### src/aabbcp_pkg.sv
// Shared types and constants for the box closest-point pipeline.
`timescale 1ns / 1ps
`default_nettype none

package aabbcp_pkg;

    // Fraction bits of the fixed-point coordinate format
    localparam int FRAC_BITS = 16;

    // Configuration register indexes
    localparam int CFG_INDEX_W = 3;

    typedef enum logic [CFG_INDEX_W-1:0] {
        REG_LOWER_X = 3'd0,
        REG_LOWER_Y = 3'd1,
        REG_LOWER_Z = 3'd2,
        REG_UPPER_X = 3'd3,
        REG_UPPER_Y = 3'd4,
        REG_UPPER_Z = 3'd5
    } t_cfg_reg;

    // Face normal codes, in tie-break order
    typedef enum logic [2:0] {
        FACE_PX = 3'd0,
        FACE_PY = 3'd1,
        FACE_PZ = 3'd2,
        FACE_NX = 3'd3,
        FACE_NY = 3'd4,
        FACE_NZ = 3'd5
    } t_face;

    localparam t_face FACE_ORDER [6] = '{FACE_PX, FACE_PY, FACE_PZ, FACE_NX, FACE_NY, FACE_NZ};
    localparam t_face FACE_POS [3] = '{FACE_PX, FACE_PY, FACE_PZ};
    localparam t_face FACE_NEG [3] = '{FACE_NX, FACE_NY, FACE_NZ};

    // Per-stage control that travels with each request
    typedef struct packed {
        logic valid;
        logic in_box;
    } t_ctl;

endpackage

`default_nettype wire

### src/aabb_closest_point_normal.sv
// Top level: closest point on an axis-aligned box and the chosen face normal.
`timescale 1ns / 1ps
`default_nettype none

// Five-stage pipeline, one request per cycle while the output is not stalled.
// A request moves through the stage registers in order and its result is
// offered from the stage 5 output register. Stage 1 tests the
// point against the box and clamps each axis; stage 2 forms one signed key per
// face (minus the face distance for a point inside, the signed offset from the
// clamped point for one outside); stages 3 and 4 run a registered argmax tree
// over the six keys; stage 5 picks the face and snaps the point onto it. Every
// stage has its own valid bit and moves whenever its successor has room, so a
// stalled output only holds back the input once all five stages are full, and
// bubbles are squeezed out. Ties go to the earlier face in the order +x, +y,
// +z, -x, -y, -z. Coordinates are signed fixed point with 16 fraction bits;
// results are exact copies of input or box coordinates, no rounding. The box
// corners reset to (0,0,0) and (1,1,1) and may be rewritten only while no
// request is in flight; writes to an index past the six registers are dropped.
module aabb_closest_point_normal #(
    parameter int COORD_WIDTH = 32
) (
    input  logic                                  i_clk,
    input  logic                                  i_rst_n,
    // configuration write port
    input  logic                                  i_cfg_wr_en,
    input  logic [aabbcp_pkg::CFG_INDEX_W-1:0]    i_cfg_index,
    input  logic [COORD_WIDTH-1:0]                i_cfg_data,
    // query request channel
    input  logic                                  i_in_valid,
    output logic                                  o_in_stall,
    input  logic signed [COORD_WIDTH-1:0]         i_point_x,
    input  logic signed [COORD_WIDTH-1:0]         i_point_y,
    input  logic signed [COORD_WIDTH-1:0]         i_point_z,
    // result request channel
    output logic                                  o_out_valid,
    input  logic                                  i_out_stall,
    output logic signed [COORD_WIDTH-1:0]         o_near_x,
    output logic signed [COORD_WIDTH-1:0]         o_near_y,
    output logic signed [COORD_WIDTH-1:0]         o_near_z,
    output logic [2:0]                            o_face_normal,
    output logic                                  o_was_inside
);

    // 1.0 in the coordinate format
    localparam logic signed [COORD_WIDTH-1:0] UPPER_RESET =
        COORD_WIDTH'(64'd1 << aabbcp_pkg::FRAC_BITS);

    // box corners, index 0..2 = x, y, z
    logic signed [COORD_WIDTH-1:0] r_lower [3];
    logic signed [COORD_WIDTH-1:0] r_upper [3];

    logic signed [COORD_WIDTH-1:0] w_point [3];

    // stage 1 -> stage 2
    aabbcp_pkg::t_ctl              w_s1_ctl;
    logic                          w_s1_ready;
    logic signed [COORD_WIDTH-1:0] w_s1_point [3];
    logic signed [COORD_WIDTH-1:0] w_s1_clamp [3];

    // stage 2 -> stage 3
    aabbcp_pkg::t_ctl              w_s2_ctl;
    logic                          w_s2_ready;
    logic signed [COORD_WIDTH:0]   w_s2_key [6];
    logic signed [COORD_WIDTH-1:0] w_s2_clamp [3];

    // stage 3 ready, and the output register
    logic                          w_s3_ready;
    aabbcp_pkg::t_ctl              w_out_ctl;
    logic signed [COORD_WIDTH-1:0] w_out_near [3];
    aabbcp_pkg::t_face             w_out_face;

    // Config registers
    always_ff @(posedge i_clk) begin
        if (!i_rst_n) begin
            r_lower <= '{'0, '0, '0};
            r_upper <= '{UPPER_RESET, UPPER_RESET, UPPER_RESET};
        end else if (i_cfg_wr_en) begin
            case (i_cfg_index)
                aabbcp_pkg::REG_LOWER_X: r_lower[0] <= i_cfg_data;
                aabbcp_pkg::REG_LOWER_Y: r_lower[1] <= i_cfg_data;
                aabbcp_pkg::REG_LOWER_Z: r_lower[2] <= i_cfg_data;
                aabbcp_pkg::REG_UPPER_X: r_upper[0] <= i_cfg_data;
                aabbcp_pkg::REG_UPPER_Y: r_upper[1] <= i_cfg_data;
                aabbcp_pkg::REG_UPPER_Z: r_upper[2] <= i_cfg_data;
                default: ;
            endcase
        end
    end

    assign w_point[0] = i_point_x;
    assign w_point[1] = i_point_y;
    assign w_point[2] = i_point_z;

    aabbcp_clamp #(
        .COORD_WIDTH (COORD_WIDTH)
    ) u_clamp (
        .i_clk   (i_clk),
        .i_rst_n (i_rst_n),
        .i_valid (i_in_valid),
        .o_ready (w_s1_ready),
        .i_point (w_point),
        .i_lower (r_lower),
        .i_upper (r_upper),
        .o_ctl   (w_s1_ctl),
        .i_ready (w_s2_ready),
        .o_point (w_s1_point),
        .o_clamp (w_s1_clamp)
    );

    aabbcp_keys #(
        .COORD_WIDTH (COORD_WIDTH)
    ) u_keys (
        .i_clk   (i_clk),
        .i_rst_n (i_rst_n),
        .i_ctl   (w_s1_ctl),
        .o_ready (w_s2_ready),
        .i_point (w_s1_point),
        .i_clamp (w_s1_clamp),
        .i_lower (r_lower),
        .i_upper (r_upper),
        .o_ctl   (w_s2_ctl),
        .i_ready (w_s3_ready),
        .o_key   (w_s2_key),
        .o_clamp (w_s2_clamp)
    );

    aabbcp_select #(
        .COORD_WIDTH (COORD_WIDTH)
    ) u_select (
        .i_clk   (i_clk),
        .i_rst_n (i_rst_n),
        .i_ctl   (w_s2_ctl),
        .o_ready (w_s3_ready),
        .i_key   (w_s2_key),
        .i_clamp (w_s2_clamp),
        .i_lower (r_lower),
        .i_upper (r_upper),
        .o_ctl   (w_out_ctl),
        .i_ready (!i_out_stall),
        .o_near  (w_out_near),
        .o_face  (w_out_face)
    );

    // stall the input only when stage 1 cannot take a request
    assign o_in_stall    = !w_s1_ready;
    assign o_out_valid   = w_out_ctl.valid;
    assign o_was_inside  = w_out_ctl.in_box;
    assign o_near_x      = w_out_near[0];
    assign o_near_y      = w_out_near[1];
    assign o_near_z      = w_out_near[2];
    assign o_face_normal = w_out_face;

endmodule

`default_nettype wire

### src/aabbcp_clamp.sv
// Stage 1: box containment test and per-axis clamp of the query point.
`timescale 1ns / 1ps
`default_nettype none

module aabbcp_clamp #(
    parameter int COORD_WIDTH = 32
) (
    input  logic                          i_clk,
    input  logic                          i_rst_n,
    input  logic                          i_valid,
    output logic                          o_ready,
    input  logic signed [COORD_WIDTH-1:0] i_point [3],
    input  logic signed [COORD_WIDTH-1:0] i_lower [3],
    input  logic signed [COORD_WIDTH-1:0] i_upper [3],
    output aabbcp_pkg::t_ctl              o_ctl,
    input  logic                          i_ready,
    output logic signed [COORD_WIDTH-1:0] o_point [3],
    output logic signed [COORD_WIDTH-1:0] o_clamp [3]
);

    logic [2:0]                    w_below;
    logic [2:0]                    w_above;
    logic                          n_in_box;
    logic signed [COORD_WIDTH-1:0] n_clamp [3];

    aabbcp_pkg::t_ctl              r_ctl;
    logic signed [COORD_WIDTH-1:0] r_point [3];
    logic signed [COORD_WIDTH-1:0] r_clamp [3];

    // Raise to lower, then lower to upper: on an inverted axis upper wins
    always_comb begin
        for (int i = 0; i < 3; i++) begin
            w_below[i] = i_point[i] < i_lower[i];
            w_above[i] = i_upper[i] < i_point[i];
            if (w_below[i]) begin
                n_clamp[i] = (i_upper[i] < i_lower[i]) ? i_upper[i] : i_lower[i];
            end else begin
                n_clamp[i] = w_above[i] ? i_upper[i] : i_point[i];
            end
        end
        n_in_box = ~|(w_below | w_above);
    end

    assign o_ready = !r_ctl.valid || i_ready;

    always_ff @(posedge i_clk) begin
        if (!i_rst_n) begin
            r_ctl <= '0;
        end else if (o_ready) begin
            r_ctl.valid  <= i_valid;
            r_ctl.in_box <= n_in_box;
        end
    end

    always_ff @(posedge i_clk) begin
        if (o_ready && i_valid) begin
            r_point <= i_point;
            r_clamp <= n_clamp;
        end
    end

    assign o_ctl   = r_ctl;
    assign o_point = r_point;
    assign o_clamp = r_clamp;

endmodule

`default_nettype wire

### src/aabbcp_keys.sv
// Stage 2: six signed face keys, one per face, largest key wins.
`timescale 1ns / 1ps
`default_nettype none

module aabbcp_keys #(
    parameter int COORD_WIDTH = 32
) (
    input  logic                          i_clk,
    input  logic                          i_rst_n,
    input  aabbcp_pkg::t_ctl              i_ctl,
    output logic                          o_ready,
    input  logic signed [COORD_WIDTH-1:0] i_point [3],
    input  logic signed [COORD_WIDTH-1:0] i_clamp [3],
    input  logic signed [COORD_WIDTH-1:0] i_lower [3],
    input  logic signed [COORD_WIDTH-1:0] i_upper [3],
    output aabbcp_pkg::t_ctl              o_ctl,
    input  logic                          i_ready,
    output logic signed [COORD_WIDTH:0]   o_key [6],
    output logic signed [COORD_WIDTH-1:0] o_clamp [3]
);

    localparam int KW = COORD_WIDTH + 1;

    logic signed [COORD_WIDTH-1:0] w_ref_hi [3];
    logic signed [COORD_WIDTH-1:0] w_ref_lo [3];
    logic signed [KW-1:0]          n_key [6];

    aabbcp_pkg::t_ctl              r_ctl;
    logic signed [KW-1:0]          r_key [6];
    logic signed [COORD_WIDTH-1:0] r_clamp [3];

    // Inside: key = -(distance to face). Outside: key = +/-(point - clamp).
    always_comb begin
        for (int i = 0; i < 3; i++) begin
            w_ref_hi[i] = i_ctl.in_box ? i_upper[i] : i_clamp[i];
            w_ref_lo[i] = i_ctl.in_box ? i_lower[i] : i_clamp[i];
            n_key[i]     = KW'(i_point[i]) - KW'(w_ref_hi[i]);
            n_key[i + 3] = KW'(w_ref_lo[i]) - KW'(i_point[i]);
        end
    end

    assign o_ready = !r_ctl.valid || i_ready;

    always_ff @(posedge i_clk) begin
        if (!i_rst_n) begin
            r_ctl <= '0;
        end else if (o_ready) begin
            r_ctl <= i_ctl;
        end
    end

    always_ff @(posedge i_clk) begin
        if (o_ready && i_ctl.valid) begin
            r_key   <= n_key;
            r_clamp <= i_clamp;
        end
    end

    assign o_ctl   = r_ctl;
    assign o_key   = r_key;
    assign o_clamp = r_clamp;

endmodule

`default_nettype wire

### src/aabbcp_select.sv
// Stages 3-5: registered argmax tree over the face keys and final point mux.
`timescale 1ns / 1ps
`default_nettype none

module aabbcp_select #(
    parameter int COORD_WIDTH = 32
) (
    input  logic                          i_clk,
    input  logic                          i_rst_n,
    input  aabbcp_pkg::t_ctl              i_ctl,
    output logic                          o_ready,
    input  logic signed [COORD_WIDTH:0]   i_key [6],
    input  logic signed [COORD_WIDTH-1:0] i_clamp [3],
    input  logic signed [COORD_WIDTH-1:0] i_lower [3],
    input  logic signed [COORD_WIDTH-1:0] i_upper [3],
    output aabbcp_pkg::t_ctl              o_ctl,
    input  logic                          i_ready,
    output logic signed [COORD_WIDTH-1:0] o_near [3],
    output aabbcp_pkg::t_face             o_face
);

    localparam int KW = COORD_WIDTH + 1;

    // Tree: pairs (0,1) (2,3) (4,5), then (01,23), then (0123,45).
    // Later entry wins only when strictly greater, so the first wins a tie.

    // Stage 3 - pair winners
    logic [2:0]                    w_c_pick;
    logic signed [KW-1:0]          n_c_key [3];
    aabbcp_pkg::t_face             n_c_face [3];
    aabbcp_pkg::t_ctl              r_c_ctl;
    logic signed [KW-1:0]          r_c_key [3];
    aabbcp_pkg::t_face             r_c_face [3];
    logic signed [COORD_WIDTH-1:0] r_c_clamp [3];
    logic                          w_c_ready;

    // Stage 4 - first four faces merged, pair (4,5) carried
    logic                          w_d_pick;
    aabbcp_pkg::t_ctl              r_d_ctl;
    logic signed [KW-1:0]          r_d_key;
    aabbcp_pkg::t_face             r_d_face;
    logic signed [KW-1:0]          r_d_key2;
    aabbcp_pkg::t_face             r_d_face2;
    logic signed [COORD_WIDTH-1:0] r_d_clamp [3];
    logic                          w_d_ready;

    // Stage 5 - output register
    logic                          w_e_pick;
    aabbcp_pkg::t_face             n_e_face;
    logic signed [COORD_WIDTH-1:0] n_e_near [3];
    aabbcp_pkg::t_ctl              r_e_ctl;
    aabbcp_pkg::t_face             r_e_face;
    logic signed [COORD_WIDTH-1:0] r_e_near [3];
    logic                          w_e_ready;

    always_comb begin
        for (int g = 0; g < 3; g++) begin
            w_c_pick[g] = i_key[2 * g + 1] > i_key[2 * g];
            n_c_key[g]  = w_c_pick[g] ? i_key[2 * g + 1] : i_key[2 * g];
            n_c_face[g] = w_c_pick[g] ? aabbcp_pkg::FACE_ORDER[2 * g + 1]
                                      : aabbcp_pkg::FACE_ORDER[2 * g];
        end
    end

    assign w_d_pick = r_c_key[1] > r_c_key[0];
    assign w_e_pick = r_d_key2 > r_d_key;
    assign n_e_face = w_e_pick ? r_d_face2 : r_d_face;

    // Inside: the winning face's axis snaps to that face's plane
    always_comb begin
        for (int i = 0; i < 3; i++) begin
            if (r_d_ctl.in_box && n_e_face == aabbcp_pkg::FACE_POS[i]) begin
                n_e_near[i] = i_upper[i];
            end else if (r_d_ctl.in_box && n_e_face == aabbcp_pkg::FACE_NEG[i]) begin
                n_e_near[i] = i_lower[i];
            end else begin
                n_e_near[i] = r_d_clamp[i];
            end
        end
    end

    assign w_e_ready = !r_e_ctl.valid || i_ready;
    assign w_d_ready = !r_d_ctl.valid || w_e_ready;
    assign w_c_ready = !r_c_ctl.valid || w_d_ready;
    assign o_ready   = w_c_ready;

    always_ff @(posedge i_clk) begin
        if (!i_rst_n) begin
            r_c_ctl <= '0;
            r_d_ctl <= '0;
            r_e_ctl <= '0;
        end else begin
            if (w_c_ready) begin
                r_c_ctl <= i_ctl;
            end
            if (w_d_ready) begin
                r_d_ctl <= r_c_ctl;
            end
            if (w_e_ready) begin
                r_e_ctl <= r_d_ctl;
            end
        end
    end

    always_ff @(posedge i_clk) begin
        if (w_c_ready && i_ctl.valid) begin
            r_c_key   <= n_c_key;
            r_c_face  <= n_c_face;
            r_c_clamp <= i_clamp;
        end
        if (w_d_ready && r_c_ctl.valid) begin
            r_d_key   <= w_d_pick ? r_c_key[1] : r_c_key[0];
            r_d_face  <= w_d_pick ? r_c_face[1] : r_c_face[0];
            r_d_key2  <= r_c_key[2];
            r_d_face2 <= r_c_face[2];
            r_d_clamp <= r_c_clamp;
        end
        if (w_e_ready && r_d_ctl.valid) begin
            r_e_face <= n_e_face;
            r_e_near <= n_e_near;
        end
    end

    assign o_ctl  = r_e_ctl;
    assign o_near = r_e_near;
    assign o_face = r_e_face;

endmodule

`default_nettype wire

### config.mk
export PLATFORM = sky130hd
export DESIGN_NAME = aabb_closest_point_normal
export DESIGN_NICKNAME = d
export VERILOG_FILES = /design/src/aabbcp_pkg.sv /design/src/aabb_closest_point_normal.sv /design/src/aabbcp_clamp.sv /design/src/aabbcp_keys.sv /design/src/aabbcp_select.sv
export SDC_FILE = /design/constraint.sdc
export NUM_CORES = 2
export LEC_CHECK = 0
export BUFFER_PORTS_ARGS = -buffer_cell sky130_fd_sc_hd__buf_2
export CAP_MARGIN = 20
export CORE_UTILIZATION = 38
export DETAILED_ROUTE_END_ITERATION = 6
export REMOVE_ABC_BUFFERS = 1
export SLEW_MARGIN = 5
export SYNTH_ARGS = -nofsm -noshare
export SYNTH_HDL_FRONTEND = slang
export SYNTH_HIERARCHICAL = 1
export SYNTH_SLANG_ARGS = --single-unit
export TNS_END_PERCENT = 5
### constraint.sdc
create_clock -name i_clk -period 17.3 [get_ports i_clk]
set_clock_uncertainty 0.2 [all_clocks]
set_input_delay 4.325 -clock i_clk [delete_from_list [all_inputs] [get_ports i_clk]]
set_output_delay 4.325 -clock i_clk [all_outputs]
set_load 0.02 [all_outputs]
==> results.toml <==
[status]
status = "finished clean"

[grt]
grt_pass1_wl_mm = 300
antenna_found_initial = 24
grtUsageTotal_pct = 24.2
grt-ovfl-total = 0
grt_max_degree = 144
grt_pass1_vias = 43909

[worst_setup_path]
worstPathRequired_ps = 12770
reg2reg_from = "u_clamp/o_ctl[0]"
path_class = "input port to output port"
critical_path.endpoint = "o_in_stall"
worst_setup_path_end_kind = "output port"
crit_path_max_fanout = 8
r2r_slack_ps = 11450
r2r_end = "u_keys/o_key[161]"
cp-start-kind = "input port"
rr_worst_depth = 14
cp-startpoint = "i_out_stall"
cp_data_arrival_time_ps = 6300

[placement]
numPortBuffers = 237
gp_congestion = 0.939
dp_hpwl_mm = 157
dpl.cell_count = 7852
placed_area_um2 = 67900

[finish]
utilization_pct = 43.3
final_area_um2 = 72500
area_growth_pct = 13.0
final_nets = 6562
n_fill_cell = 15681
final_common_cell = "edfxtp_1"
final_cell_mix = "edfxtp_1, ha_1, inv_1, nand2_1, mux2i_1"
layout-drive-gt1-share_pct = 12.0
layoutNonFillerInstCount = 8110

[timing]
relSlewSlack_pct = 27.4
rsz0062_at_grt = "no"
period_needed_ps = 10830
setup_tns_ps = 0
fin_crit_sh_pct = 62.6
hold_violations = 0
tightest_slew_ps = 1090
max_freq_mhz = 92.4
final-setup-viol-count = 0
drv_slew = 0

[logic_synthesis]
synth-simple-area-share_pct = 8.32
ys_warn_count = 6
synthArstFlopShare_pct = 0
synth_seq_area_share_pct = 50.7
synth-seq-cells = 1150
synth_top_area_cell = "edfxtp_1"
synth_top_family_by_area = "adder cells"
synth_compound_area_share_pct = 12.0
synth-xor-area-share_pct = 2.21
yosys.area.top_type_share_pct = 44.4
ys_types = 95
syn_area_um2 = 64200
synth_cells = 5523
yosys-top-cells-area = "edfxtp_1, ha_1, dfxtp_1"
synth_edf_count = 948
synthFlopType = "edfxtp_1"
avgSynthCellArea_um2 = 11.6
muxShareOfSynthArea_pct = 9.58
synthAdderAreaFrac_pct = 12.6

[cts]
cts_setup_buffers = 0
holdBufCountCts = 0
cts_tree = "done"
cts.reportedPaths.clkPinSlew_ps = 60
cts.path.max_buffers = 3
clk_latency_ps = 790
post_cts_resized = 0
clock-sinks = 1150
htreeDepth = 4
clock-root-buffer = "clkbuf_16"
numCtsBuffers = 134

[run]
drv_cap = 0

[floorplanning]
start_util_pct = 38.3
dieArea_um2 = 170000
placeableCoreArea_um2 = 167000
io_pins = 238
die_width_um = 413
die_h_um = 413
fp-row-count = 150

[power]
cellLeakagePower_nw = 29.3
total_power_mw = 8.14
max-vdd-ir-drop_mv = 0.113
p_per_area_nw_per_um2 = 112

[route]
vias_per_cell = 5.59
drt-initial-drc-count = 4073
wl_per_cell_um = 25.9
vias = 45316
drtPass1Iterations = 6
drcViolationCount = 0
wirelength_mm = 210
ant_nets = 0

[worst_hold_path]
hp-class = "flop to flop"
==> cells by family (layout without fill, tap and decap cells) <==
logic type      Yosys count  in the layout
flops                  1150           1150
compound gates         1134           1134
simple gates           1125           1125
buf+inv                 725           1097
fa+ha+maj               642            642
mux                     585            585
xor+xnor                162            162
other cells               0             11
==> metrics by stage <==
stage | worst slack (ps) | hold WS, ps
after CTS | 6420 | 206
after global placement | 6410 | 200
after floorplan | 1890 | 200
final | 6470 | 199
after detailed placement | 6440 | 205
after global routing | 6210 | 207
==> power breakdown <==
part	total (mW)	internal [mW]	switching, mW
logic	1.71	0.671	1.04
clock network	2.95	1.76	1.19
registers	3.47	3.29	0.178
==> sequential cells by signal (all words and copies together) (netlist names) <==
name and cells:
u_keys/o_key 198, u_select/r_c_key 99, r_lower 96, r_upper 96
u_clamp/o_clamp 96, u_clamp/o_point 96, u_keys/o_clamp 96, u_select/o_near 96
u_select/r_c_clamp 96, u_select/r_d_clamp 96, u_select/r_d_key2 33, u_select/r_d_key 33
u_select/o_face 3, u_select/r_c_face 3, u_clamp/o_ctl 2, u_keys/o_ctl 2
u_select/o_ctl 2, u_select/r_c_ctl 2, u_select/r_d_ctl 2, u_select/r_d_face 2
u_select/r_d_face2 1
==> synthesized netlist by cell type, types with 14 or more instances <==
master	n
nor4_1	20
clkbuf_1	82
o31ai_1	14
nand2_1	516
o21ai_0	172
a21oi_1	292
mux2_2	106
o2111ai_1	39
a31oi_1	30
o22ai_1	38
nor2_1	156
and3_1	19
nand3_1	119
xor2_1	49
edfxtp_1	948
nand2b_1	43
o211ai_1	21
mux2i_1	354
dfxtp_1	202
a21o_1	170
nand4_1	95
o21ai_1	48
nor3_1	33
xnor2_1	113
mux2_1	124
o21bai_1	18
ha_1	636
o21ai_2	32
o21a_1	40
nor2b_1	51
buf_4	19
o221a_1	62
a211oi_1	33
and4_1	14
buf_2	40
inv_1	563
==> per-layer routing <==
layer | part of all wire (%) | GRT usage, %
met1 | 45 | 33.3
met2 | 45 | 38.1
met3 | 6.4 | 3.99
met4 | 4.0 | 9.56
met5 | 0.060 | 0
==> layout make-up <==
cell class / instances / area [µm²] / share of cell area (%)
Sequential cell: 1150 / 32500 / 44.9
Multi-Input combinational cell: 3648 / 28900 / 39.8
Clock buffer: 172 / 3770 / 5.20
Tap cell: 2204 / 2760 / 3.80
Inverter: 563 / 2110 / 2.92
Timing Repair Buffer: 287 / 1620 / 2.23
Clock inverter: 75 / 828 / 1.14
Antenna cell: 11 / 27.5 / 0.0380
==> worst max-delay path, cell delays in order <==
cell     delay [ps]
buf_2            80
inv_1            50
nor2b_1         610
nand3_1         250
nor2b_1         250
inv_1           100
nor2b_1         250
inv_1           150
inv_1            80
buf_2           160
==> worst min-delay path by stage <==
stage                                   endpoint  cells past startpoint  slack, ps                    from
after detailed placement  u_select/r_c_clamp[85]                      0        200      u_keys/o_clamp[85]
after global placement    u_select/r_d_clamp[56]                      0        200  u_select/r_c_clamp[56]
after CTS                 u_select/r_c_clamp[89]                      0        210      u_keys/o_clamp[89]
after floorplan            u_select/r_c_clamp[0]                      0        200       u_keys/o_clamp[0]
final                     u_select/r_d_clamp[94]                      0        200  u_select/r_c_clamp[94]
after global routing      u_select/r_d_clamp[94]                      0        210  u_select/r_c_clamp[94]
Note: power is estimated with default switching activity, not from simulation.
